### src/sv/rbnh_pkg.sv
// Shared types and constants for the ray/box nearest-hit block.
package rbnh_pkg;

    localparam int MAX_BOXES = 256;
    localparam int IDX_W     = $clog2(MAX_BOXES);
    localparam int CNT_W     = IDX_W + 1;
    localparam int NUM_W     = 49;
    localparam int T_W       = 50;
    localparam logic signed [31:0] GROUND_DIR_LIMIT = -32'sd7;
    localparam logic [1:0] AXIS_NONE = 2'd3;

    typedef enum logic [1:0] {
        REQ_CLEAR  = 2'd0,
        REQ_APPEND = 2'd1,
        REQ_CAST   = 2'd2,
        REQ_NOP    = 2'd3
    } t_req;

    typedef enum logic [3:0] {
        S_IDLE,
        S_RD,
        S_AX,
        S_DIVA,
        S_DIVB,
        S_AXUPD,
        S_BOXEND,
        S_GND,
        S_GDIV,
        S_MUL,
        S_PADD,
        S_DONE
    } t_state;

    typedef struct packed {
        logic accept;
        logic load_box;
        logic ax_zero;
        logic div_lo;
        logic div_hi;
        logic cap_tb;
        logic ax_upd;
        logic next_axis;
        logic box_end;
        logic gnd_start;
        logic gnd_upd;
        logic pt_init;
        logic mul;
        logic pt_add;
    } t_cmd;

    typedef struct packed {
        logic cnt_zero;
        logic d_zero;
        logic miss;
        logic last_axis;
        logic more_boxes;
        logic div_done;
        logic gnd_ok;
    } t_stat;

endpackage

### src/sv/rbnh_ctrl.sv
// Sequencer for table updates, per-box slab tests, ground test and hit point.
module rbnh_ctrl (
    input  logic             i_clk,
    input  logic             i_rst_n,
    input  logic             i_start,
    input  logic [1:0]       i_req_type,
    input  rbnh_pkg::t_stat  i_stat,
    output rbnh_pkg::t_cmd   o_cmd,
    output logic             o_busy,
    output logic             o_done
);
    rbnh_pkg::t_state r_state;
    rbnh_pkg::t_state n_state;

    always_ff @(posedge i_clk) begin
        if (!i_rst_n) begin
            r_state <= rbnh_pkg::S_IDLE;
        end else begin
            r_state <= n_state;
        end
    end

    always_comb begin
        n_state = r_state;
        o_cmd   = '0;
        unique case (r_state)
            rbnh_pkg::S_IDLE: begin
                if (i_start) begin
                    o_cmd.accept = 1'b1;
                    if (i_req_type == rbnh_pkg::REQ_CAST) begin
                        n_state = i_stat.cnt_zero ? rbnh_pkg::S_GND : rbnh_pkg::S_RD;
                    end else begin
                        n_state = rbnh_pkg::S_DONE;
                    end
                end
            end
            rbnh_pkg::S_RD: begin
                o_cmd.load_box = 1'b1;
                n_state = rbnh_pkg::S_AX;
            end
            rbnh_pkg::S_AX: begin
                if (i_stat.miss || i_stat.d_zero) begin
                    o_cmd.ax_zero = !i_stat.miss;
                    if (i_stat.last_axis) begin
                        n_state = rbnh_pkg::S_BOXEND;
                    end else begin
                        o_cmd.next_axis = 1'b1;
                    end
                end else begin
                    o_cmd.div_lo = 1'b1;
                    n_state = rbnh_pkg::S_DIVA;
                end
            end
            rbnh_pkg::S_DIVA: begin
                if (i_stat.div_done) begin
                    o_cmd.div_hi = 1'b1;
                    n_state = rbnh_pkg::S_DIVB;
                end
            end
            rbnh_pkg::S_DIVB: begin
                if (i_stat.div_done) begin
                    o_cmd.cap_tb = 1'b1;
                    n_state = rbnh_pkg::S_AXUPD;
                end
            end
            rbnh_pkg::S_AXUPD: begin
                o_cmd.ax_upd = 1'b1;
                if (i_stat.last_axis) begin
                    n_state = rbnh_pkg::S_BOXEND;
                end else begin
                    o_cmd.next_axis = 1'b1;
                    n_state = rbnh_pkg::S_AX;
                end
            end
            rbnh_pkg::S_BOXEND: begin
                o_cmd.box_end = 1'b1;
                n_state = i_stat.more_boxes ? rbnh_pkg::S_RD : rbnh_pkg::S_GND;
            end
            rbnh_pkg::S_GND: begin
                o_cmd.pt_init = 1'b1;
                if (i_stat.gnd_ok) begin
                    o_cmd.gnd_start = 1'b1;
                    n_state = rbnh_pkg::S_GDIV;
                end else begin
                    n_state = rbnh_pkg::S_MUL;
                end
            end
            rbnh_pkg::S_GDIV: begin
                if (i_stat.div_done) begin
                    o_cmd.gnd_upd = 1'b1;
                    n_state = rbnh_pkg::S_MUL;
                end
            end
            rbnh_pkg::S_MUL: begin
                o_cmd.mul = 1'b1;
                n_state = rbnh_pkg::S_PADD;
            end
            rbnh_pkg::S_PADD: begin
                o_cmd.pt_add = 1'b1;
                if (i_stat.last_axis) begin
                    n_state = rbnh_pkg::S_DONE;
                end else begin
                    o_cmd.next_axis = 1'b1;
                    n_state = rbnh_pkg::S_MUL;
                end
            end
            rbnh_pkg::S_DONE: begin
                n_state = rbnh_pkg::S_IDLE;
            end
            default: begin
                n_state = rbnh_pkg::S_IDLE;
            end
        endcase
    end

    assign o_busy = r_state != rbnh_pkg::S_IDLE;
    assign o_done = r_state == rbnh_pkg::S_DONE;

    a_div_wait_needs_div: assert property (@(posedge i_clk) disable iff (!i_rst_n)
        o_cmd.div_lo |=> r_state == rbnh_pkg::S_DIVA)
        else $error("division issued without waiting for it");
endmodule

### config.mk
export PLATFORM = sky130hd
export DESIGN_NAME = rbnh_ctrl
export DESIGN_NICKNAME = d
export VERILOG_FILES = /design/src/sv/rbnh_pkg.sv /design/src/sv/rbnh_ctrl.sv
export SDC_FILE = /design/constraint.sdc
export NUM_CORES = 1
export LEC_CHECK = 0
export BUFFER_PORTS_ARGS = -buffer_cell sky130_fd_sc_hd__buf_4
export CORE_AREA = 3 3 40 42
export DETAILED_ROUTE_END_ITERATION = 10
export DIE_AREA = 0 0 43 45
export GPL_TIMING_DRIVEN = 0
export PLACE_DENSITY_LB_ADDON = 0.1
export SKIP_LAST_GASP = 1
export SLEW_MARGIN = 25
export SYNTH_ARGS = -nofsm -noshare
export SYNTH_HDL_FRONTEND = slang
export SYNTH_SLANG_ARGS = --single-unit
### constraint.sdc
create_clock -name i_clk -period 1.9 [get_ports i_clk]
set_input_delay 0.285 -clock i_clk [delete_from_list [all_inputs] [get_ports i_clk]]
set_output_delay 0.285 -clock i_clk [all_outputs]
set_load 0.01 [all_outputs]
==> qor.yml, run 1 <==
outcome:
  outcome: "complete, no violations"
clocking:
  clk_pin_slew_ns: 0.04
  cts_buffer_count: 3
  cts_resized: 3
  htree_levels: 1
  clkSinkCount: 4
  cts_tree: "done"
  cts_hold_repair.buffers: 0
  cts_buffer_depth: 2
  worst_skew_pair.late_latency_ns: 0.23
  root_buffer: "clkbuf_4"
  postCtsSetupRepairBufs: 0
global_route:
  first_global_vias: 637
  grt_remaining_overflow: 0
  globalRouteTotalUtil_pct: 17.7
  grt_antenna_before_repair: 0
  grt_start_max_net_pins: 11
  grt_pass1_wl_mm: 2.64
power_and_ir_drop:
  pwr_density_cell_mw_per_mm2: 1290
  power_mw: 1.01
  leakage_power_nw: 0.353
  max-vdd-ir-drop_mv: 0.497
logic_synthesis:
  netlist.top_cell.by_area: "dfxtp_1"
  synth-seq-area-share_pct: 15.3
  top_cells_by_area_in_the_synthesized_netlist: "dfxtp_1 15%, nor2_1 9.3%, nor3_1 5.7%"
  net_count_after_synthesis: 89
  synth_area_um2: 523
  post_synth_inst_count: 77
  syn_avg_cell_area_um2: 6.79
  synth.lib_cells_used.distinct: 36
  synth.ff_latch_count: 4
  synth_top_cell_area_share_pct: 15.3
  synth_enable_flop_cells: 0
  synthArstFlopShare_pct: 0
  yosys_most_used_dff: "dfxtp_1"
  synth_warnings: 0
place:
  place.gp.congestion: 0.833
  dpl_cell_area_um2: 744
  dpl.hpwl_mm: 1.24
  numPortBuffers: 27
timing:
  finalCriticalPeriod_ns: 1.81
  slew_violations: 0
  report.final.setup_viol: 0
  slew_headroom_pct: 73.3
  max_freq_mhz: 554
  final.setup.tns_ns: 0
  worst-slew-pin-transition_ns: 0.401
  rsz0062_at_grt: "false"
  final.period_utilization_pct: 95.0
  final.setup_skew_ns: 0.00528
  final_hold_viol_count: 0
worst_setup_path:
  crit_path_start_kind: "flip-flop"
  type_of_the_worst_setup_path: "flip-flop to output port"
  end_kind: "output port"
  cp_data_arrival_time_ns: 1.52
  critical_path.max_stage_delay_ns: 0.52
  timing.critical_path.slowest_stage_cell: "or4b_4"
  critical_path.max_fanout: 5
  cp_cell_sequence: "or4b_4, nor2_2, o31a_1, buf_4"
  req_time_crit_path_ns: 1.62
finish:
  antennaDiodeCount: 0
  largest-register: "r_state"
  final_util_pct: 60.8
  final_cell_area_um2: 781
  largest_register_ff_count: 4
  num-nets-final: 121
  largest_registers: "r_state: 4 flops"
  fill_count: 137
  area_growth_pct: 49.3
  post_route_cells_drive_above_1_share_pct: 39.3
route:
  drt_drc_violations_left: 0
  detail_route.vias_per_cell: 5.50
  first_iter_violations: 5
  dr_total_vias: 671
  remaining_antenna_violation_count_after_routing: 0
  detailedRoute.firstPassIterationCount: 3
  dr_wl_cell_um: 13.2
  routed_wirelength_mm: 1.61
worst_hold_path:
  hold_class: "input port to flip-flop"
die:
  die_h_um: 45
  row_count: 13
  initial_utilization_pct: 40.7
  die-width_um: 43
  ports_placed_on_the_boundary: 28
  floorplan.die_area_mm2: 0.00194
  design.core.area_mm2: 0.00128
run:
  timing.max_cap.violations: 0
==> critical path: cells and delay by family, from the launching register on <==
family	cells	cell delay (ns)
buffers and inverters	1	0.11
AOI/OAI and AO/OA	1	0.13
DFF	1	0.38
and+or+nand+nor	2	0.66
==> Yosys cell counts (2+ instances only) <==
cell	number
nor2_1	13
nor2b_1	2
nand2b_1	2
and3b_1	2
o21ai_0	4
a211oi_1	2
nor3_1	6
o32ai_1	2
o31a_1	2
nand2_1	6
buf_2	2
clkbuf_1	2
inv_1	5
nor3b_1	2
dfxtp_1	4
==> cell usage in the layout, fill, tap and decap left out, types with 2 or more instances in the layout <==
cell type | synthesis | final
nor3_1 | 6 | 6
a211oi_1 | 2 | 2
o21ai_0 | 4 | 4
dfxtp_2 | 0 | 2
clkbuf_4 | 0 | 5
nor2_1 | 13 | 12
dfxtp_1 | 4 | 2
buf_4 | 0 | 27
inv_1 | 5 | 5
nor3b_1 | 2 | 2
nand2_1 | 6 | 6
o32ai_1 | 2 | 2
and3b_1 | 2 | 2
o31a_1 | 2 | 2
nor2b_1 | 2 | 2
==> per-layer routing <==
layer	share of wire (%)	track usage, %	up-vias	wire (um)
met5	0	0	-	0
li1	-	-	346	-
met3	4.5	1.20	0	73
met4	0	7.23	0	0
met1	45	21.9	309	727
met2	50	32.0	16	810
==> cells by family after synthesis <==
kind of cell | count (synthesis) | share of synthesized area [%]
AOI/OAI and AO/OA | 18 | 28.0
xor gates and xnor gates | 1 | 1.67
and+or+nand+nor | 44 | 47.4
buffers and inverters | 10 | 7.66
DFF | 4 | 15.3
==> stage by stage <==
stage	cells	hold slack, ns	setup WS (ns)
after global routing	122	0.331	0.0164
after detailed placement	119	0.558	0.0874
after global placement	119	0.560	0.0801
after floorplan	77	0.405	0.326
final	122	0.323	0.0944
after CTS	122	0.315	0.00466
==> area by class of cell <==
| cell class | count | area [um2] | share of cell area, % |
|---|---|---|---|
| Clock buffer | 3 | 22.5 | 2.88 |
| Buffer | 4 | 23.8 | 3.04 |
| Tap cell | 15 | 18.8 | 2.40 |
| Sequential cell | 4 | 82.6 | 10.6 |
| Multi-Input combinational cell | 63 | 408 | 52.2 |
| Timing Repair Buffer | 27 | 203 | 26.0 |
| Inverter | 6 | 22.5 | 2.88 |
==> where the power goes <==
part | internal, mW | switching, mW
combinational | 0.337 | 0.386
clock | 0.0705 | 0.0322
sequential | 0.125 | 0.0555
==> worst paths after layout <==
check / end / start / slack, ns / depth (start not counted)
max: o_cmd[6] / r_state[1] / 0.09 / 4
min: r_state[0] / i_stat[1] / 0.32 / 2
max reg2reg: r_state[2] / r_state[1] / 0.33 / 4
min reg2reg: r_state[0] / r_state[0] / 0.70 / 2
(Power assumes the default switching activity.)
==> inputs of run 2 (changes only) <==
- CELL_PAD_IN_SITES_DETAIL_PLACEMENT: not set -> 1
- CELL_PAD_IN_SITES_GLOBAL_PLACEMENT: not set -> 2
- CORE_AREA: 3 3 40 42 -> not set
- CORE_MARGIN: not set -> 3
- CORE_UTILIZATION: not set -> 21
- DIE_AREA: 0 0 43 45 -> not set
==> run 2 against run 1 <==
Against the previous run:
- sequential power up 3%
- critical path depth unchanged
- routed wire length is 23% higher
- power grew 2.4%
- utilization is 26 points lower
- maximum frequency shrank 1.3%
- first-iteration DRC count grew 100%
- flip-flop and latch count did not move
- critical endpoint unchanged
- global-route usage decreased by 4.8 points
==> qor.yml, run 2 (synthesized netlist as in run 1, its figures left out) <==
clocking:
  clk_pin_slew_ns: 0.04  # about the same
  root_buffer: "clkbuf_4"  # unchanged
  cts_hold_repair.buffers: 0  # unchanged
  htree_levels: 1  # unchanged
  worst_skew_pair.late_latency_ns: 0.23  # about the same
  cts_tree: "done"  # unchanged
  cts_buffer_count: 3  # unchanged
  cts_buffer_depth: 2  # unchanged
  clkSinkCount: 4  # unchanged
route:
  detailedRoute.firstPassIterationCount: 2  # was 3
  remaining_antenna_violation_count_after_routing: 0  # unchanged
  drt_drc_violations_left: 0  # unchanged
  detail_route.vias_per_cell: 5.04  # was 5.50
  routed_wirelength_mm: 1.99  # was 1.61 mm
  dr_wl_cell_um: 14.7  # was 13.2 um
  dr_total_vias: 680  # was 671
  first_iter_violations: 10  # was 5
worst_setup_path:
  worst-path-buf-inv: 1  # unchanged
  cp_cell_sequence: "or4b_4, nor2_2, o31a_1, buf_4"  # unchanged
  type_of_the_worst_setup_path: "flip-flop to output port"  # unchanged
  critical_path.max_fanout: 8  # was 5
  cp_data_arrival_time_ns: 1.54  # was 1.52 ns
  end_kind: "output port"  # unchanged
  timing.critical_path.slowest_stage_cell: "or4b_4"  # unchanged
  critical_path.max_stage_delay_ns: 0.54  # was 0.52 ns
  req_time_crit_path_ns: 1.62  # about the same
  path_delay_family: "simple AND/OR/NAND/NOR gates"  # unchanged
  crit_path_start_kind: "flip-flop"  # unchanged
timing:
  final.setup_skew_ns: 0.000610  # was 0.00528 ns
  max_freq_mhz: 547  # was 554 MHz
  worst_slack_ns: 0.0709  # was 0.0944 ns
  slew_violations: 0  # unchanged
  finalCriticalPeriod_ns: 1.83  # was 1.81 ns
  slew_headroom_pct: 71.8  # was 73.3%
  final.setup.tns_ns: 0  # unchanged
  final_hold_viol_count: 0  # unchanged
  worst-slew-pin-transition_ns: 0.423  # was 0.401 ns
  fin_worst_hold_slack_ns: 0.340  # was 0.323 ns
  report.final.setup_viol: 0  # unchanged
  final.period_utilization_pct: 96.3  # was 95.0%
finish:
  layout.cells.most_common: "buf_4"  # unchanged
  largest-register: "r_state"  # unchanged
  leading_cell_types_in_the_layout_fill_and_taps_excluded: "29 x buf_4, 12 x nor2_1, 6 x nand2_1, 6 x nor3_1, 5 x inv_1"  # was 27 x buf_4, 12 x nor2_1, 6 x nand2_1, 6 x nor3_1
  largest_register_ff_count: 4  # unchanged
  area_growth_pct: 53.8  # was 49.3%
  post_route_cells_drive_above_1_share_pct: 40.2  # was 39.3%
  num-nets-final: 121  # unchanged
  final_cell_area_um2: 805  # was 781 um2
  antennaDiodeCount: 0  # unchanged
  largest_registers: "r_state: 4 flops"  # unchanged
place:
  place_ws_ns: -0.00964  # was 0.0874 ns
  dpl_cell_area_um2: 761  # was 744 um2
  place.gp.congestion: 0.726  # was 0.833
  dpl.hpwl_mm: 1.57  # was 1.24 mm
  numPortBuffers: 27  # unchanged
global_route:
  grt_start_max_net_pins: 11  # unchanged
  grt_antenna_before_repair: 0  # unchanged
  grt_remaining_overflow: 0  # unchanged
  globalRouteTotalUtil_pct: 12.9  # was 17.7%
  first_global_vias: 694  # was 637
  grt_pass1_wl_mm: 3.28  # was 2.64 mm
die:
  design.core.area_mm2: 0.00230  # was 0.00128 mm2
  floorplan.die_area_mm2: 0.00313  # was 0.00194 mm2
  die_h_um: 55.9  # was 45 um
  row_count: 17  # was 13
  die-width_um: 55.9  # was 43 um
  ports_placed_on_the_boundary: 28  # unchanged
  initial_utilization_pct: 22.8  # was 40.7%
power_and_ir_drop:
  power_mw: 1.03  # was 1.01 mW
  max-vdd-ir-drop_mv: 0.756  # was 0.497 mV
  pwr_density_cell_mw_per_mm2: 1280  # was 1290 mW/mm2
  leakage_power_nw: 0.355  # was 0.353 nW
outcome:
  outcome: "complete, no violations"  # unchanged
worst_hold_path:
  hold_class: "input port to flip-flop"  # unchanged
run:
  timing.max_cap.violations: 0  # unchanged
[run 2: cell types whose count changed in the layout (fill, tap and decap cells not counted)]
cell      before  now
buf_2          1    0
buf_4         27   29
clkbuf_4       5    4
nor3b_1        2    1
nor3b_2        0    1
[run 2: power by group]
group,leakage (nW),internal (mW),switching (mW)
Clock,0.0138,0.0704,0.0310
Combinational,0.308,0.342,0.401
Sequential,0.0338,0.125,0.0609
Total,0.355,0.537,0.493
[run 2: routing by layer]
metal / part of all wire, % / up-vias / global-route usage [%]
li1: - / 342 / -
met1: 47 / 322 / 17.4
met2: 49 / 16 / 21.1
met3: 4.3 / 0 / 3.25
met4: 0 / 0 / 2.03
met5: 0 / - / 0
[run 2: worst register-to-register path, stage by stage (launching register included)]
cell and delay (ns):
dfxtp_2 0.37, or4b_4 0.54, o32a_4 0.36, nand3_2 0.10, o32ai_1 0.10
[run 2: layout make-up]
type,count,area (um2)
tap,28,35.0
inverter,6,22.5
multi-input combinational,63,413
fill,313,1490
sequential,4,82.6
clock buffer,3,22.5
buffer,4,26.3
timing repair buffer,27,203
[run 2: worst paths after layout]
kind	startpoint	to	slack [ns]	cells past startpoint
setup / recovery	r_state[2]	o_cmd[6]	0.07	4
hold / removal	i_stat[1]	r_state[0]	0.34	2
setup reg to reg	r_state[2]	r_state[1]	0.30	4
hold reg to reg	r_state[0]	r_state[0]	0.73	2
[run 2: through the flow]
stage / instances / util, %
after detailed placement: 132 / 33.1
after CTS: 135 / 34.5
after floorplan: 77 / -
final: 135 / 35.0
after global routing: 135 / 35.0
after global placement: 132 / 33.1
[run 2: what timing repair did]
| action | in CTS | in global routing |
|---|---|---|
| endpoints found under the setup margin | 1 | 2 |
| resized for setup | 4 | 7 |
| buffers inserted | 0 | 0 |
==> inputs of run 3 (changes only) <==
==> constraint.sdc (replaced) <==
create_clock -name i_clk -period 1.9 [get_ports i_clk]
set_input_delay 0.57 -clock i_clk [delete_from_list [all_inputs] [get_ports i_clk]]
set_output_delay 0.57 -clock i_clk [all_outputs]
set_load 0.01 [all_outputs]
==> run 3 against run 2 <==
Against the previous run:
- the run now ends with setup timing left
- first-iteration DRC count shrank 60%
- sequential power decreased by 4%
- design area rose by 11%
- via count rose by 2.5%
- clock skew grew 0.0016 ns
- cell count grew 3.0%
- power up 17%
- maximum frequency is 12% lower
- routed wire length increased by 4.1%
- register-to-register slack worse by 0.12 ns
- critical path type unchanged
- highest routed layer is now met4
==> qor.yml, run 3 (synthesized netlist as in run 1, its figures left out) <==
timing:
  final_hold_viol_count: 0  # unchanged
  slew_headroom_pct: 76.9  # was 71.8%
  final.period_utilization_pct: 109  # was 96.3%
  finalCriticalPeriod_ns: 2.08  # was 1.83 ns
  report.final.setup_viol: 5  # was 0
  final.setup_skew_ns: 0.00222  # was 0.000610 ns
  worst-slew-pin-transition_ns: 0.345  # was 0.423 ns
  fin_worst_hold_slack_ns: 0.606  # was 0.340 ns
  max_freq_mhz: 481  # was 547 MHz
  worst_slack_ns: -0.178  # was 0.0709 ns
  slew_violations: 0  # unchanged
  rsz0062_at_grt: "true"
worst_hold_path:
  hold_class: "input port to flip-flop"  # unchanged
  holdPathStages: 2  # unchanged
  whs_endpoint: "r_state[0]"  # unchanged
  hold_start: "i_stat[1]"  # unchanged
worst_setup_path:
  critical_path.max_fanout: 4  # was 8
  timing.reg2reg.setup_slack_ns: 0.18  # was 0.30 ns
  r2r-end: "r_state[1]"  # unchanged
  ff2ff_path_depth: 5  # was 4
  crit_path_start_kind: "flip-flop"  # unchanged
  req_time_crit_path_ns: 1.33  # was 1.62 ns
  end_kind: "output port"  # unchanged
  timing.rr.start: "r_state[0]"  # was r_state[2]
  type_of_the_worst_setup_path: "flip-flop to output port"  # unchanged
  cp_data_arrival_time_ns: 1.51  # was 1.54 ns
power_and_ir_drop:
  pwr_density_cell_mw_per_mm2: 1350  # was 1280 mW/mm2
  max-vdd-ir-drop_mv: 0.925  # was 0.756 mV
  share_of_total_power_in_the_clock_network_pct: 8.8  # was 9.8%
  total_switching_power_uw: 541  # was 493 uW
  p_seq_share_pct: 14.9  # was 18.0%
  leakage_power_nw: 0.391  # was 0.355 nW
  power.share.combinational_pct: 76.3  # was 72.1%
  power.internal_uw: 667  # was 537 uW
  sw_frac_of_total_pct: 44.8  # was 47.8%
finish:
  num-nets-final: 125  # was 121
  final_cell_area_um2: 891  # was 805 um2
  leading_cell_types_in_the_layout_fill_and_taps_excluded: "29 x buf_4, 9 x nor2_1, 6 x nand2_1"  # was 29 x buf_4, 12 x nor2_1, 6 x nand2_1, 6 x nor3_1, 5 x inv_1
  final_util_pct: 38.8  # was 35.0%
  antennaDiodeCount: 0  # unchanged
  layout.cells.most_common: "buf_4"  # unchanged
  largest_registers: "r_state: 4 flops"  # unchanged
  area.sequential_um2: 87.6  # was 82.6 um2
  post_route_cells_drive_above_1_share_pct: 49.5  # was 40.2%
  total_area_of_multi_input_combinational_cells_um2: 439  # was 413 um2
  largest-register: "r_state"  # unchanged
  fill_count: 306  # was 313
  area_growth_pct: 70.3  # was 53.8%
  largest_register_ff_count: 4  # unchanged
clocking:
  worst_skew_pair.late_latency_ns: 0.24  # was 0.23 ns
  cts_buffer_depth: 2  # unchanged
  cts_buffer_count: 3  # unchanged
  clk_pin_slew_ns: 0.04  # about the same
  root_buffer: "clkbuf_4"  # unchanged
  cts_hold_repair.buffers: 0  # unchanged
  clkSinkCount: 4  # unchanged
  htree_levels: 1  # unchanged
  cts_tree: "done"  # unchanged
route:
  detailedRoute.firstPassIterationCount: 2  # unchanged
  first_iter_violations: 4  # was 10
  dr_total_vias: 697  # was 680
  remaining_antenna_violation_count_after_routing: 0  # unchanged
  detail_route.vias_per_cell: 5.01  # was 5.04
  routed_wirelength_mm: 2.07  # was 1.99 mm
  dr_wl_cell_um: 14.9  # was 14.7 um
  drt_drc_violations_left: 0  # unchanged
place:
  numPortBuffers: 27  # unchanged
  dpl_cell_area_um2: 761  # unchanged
  dpl.hpwl_mm: 1.57  # unchanged
  place.gp.congestion: 0.726  # unchanged
die:
  ports_placed_on_the_boundary: 28  # unchanged
  design.core.area_mm2: 0.00230  # unchanged
  floorplan.die_area_mm2: 0.00313  # unchanged
  die-width_um: 55.9  # unchanged
  die_h_um: 55.9  # unchanged
  initial_utilization_pct: 22.8  # unchanged
  row_count: 17  # unchanged
outcome:
  violations: "setup timing"
  outcome: "complete, but fails checks"  # was complete, no violations
global_route:
  grt_antenna_before_repair: 0  # unchanged
  grt_remaining_overflow: 0  # unchanged
  globalRouteTotalUtil_pct: 13.8  # was 12.9%
  grt_start_max_net_pins: 11  # unchanged
  first_global_vias: 720  # was 694
  grt_pass1_wl_mm: 3.39  # was 3.28 mm
run:
  timing.max_cap.violations: 0  # unchanged
## run 3: changes by cell type in the layout (fill, tap and decap cells not counted), sizes merged
cell	before	now
buf	29	33
## run 3: timing repair
action / 4_1_cts / 5_1_grt
resized for setup: 14 / 13
pin swaps: 1 / 3
buffers inserted: 3 / 1
setup endpoints to repair: 10 / 10
## run 3: layout make-up
type	instances	share of cell area, %
Clock buffer	3	2.53
Timing Repair Buffer	31	27.4
Multi-Input combinational cell	63	49.3
Inverter	6	2.53
Buffer	4	4.49
Sequential cell	4	9.83
Tap cell	28	3.93
## run 3: worst max-delay path, cell delays in order (launching register included)
cell,delay [ns]
dfxtp_2,0.33
or4b_4,0.58
nor2_4,0.12
o31a_1,0.12
buf_4,0.11
## run 3: worst max-delay path by stage
stage	from	endpoint	slack (ns)	depth (start not counted)
floorplan	r_state[3]	o_cmd[6]	0.04	4
detailed placement	r_state[3]	o_cmd[6]	-0.29	5
global route	r_state[0]	o_cmd[6]	-0.24	4
finish	r_state[0]	o_cmd[6]	-0.18	4
CTS	r_state[3]	o_cmd[6]	-0.17	4
global placement	r_state[3]	o_cmd[6]	-0.26	5
## run 3: metal layers
metal	vias to the layer above	wire length (um)	GRT usage (%)
met5	-	0	0
met4	0	37	6.10
met3	4	95	3.25
met2	19	999	22.8
met1	324	937	16.8
li1	350	-	-
## run 3: power groups by stage
stage               registers, mW  logic, mW  clock network (mW)
global placement            0.175      0.731                   0
detailed placement          0.177      0.728                   0
finish                      0.179      0.921               0.107
CTS                         0.170      0.833               0.107
floorplan                   0.155      0.492                   0
global route                0.185       1.01               0.126
## run 3: stage by stage
step	setup WS, ns	TNS [ns]	power [mW]	std cells
floorplan	0.0411	0	0.647	77
global placement	-0.262	-0.262	0.906	132
detailed placement	-0.295	-0.304	0.905	132
CTS	-0.171	-0.549	1.11	138
global route	-0.240	-1.14	1.32	139
finish	-0.178	-0.677	1.21	139
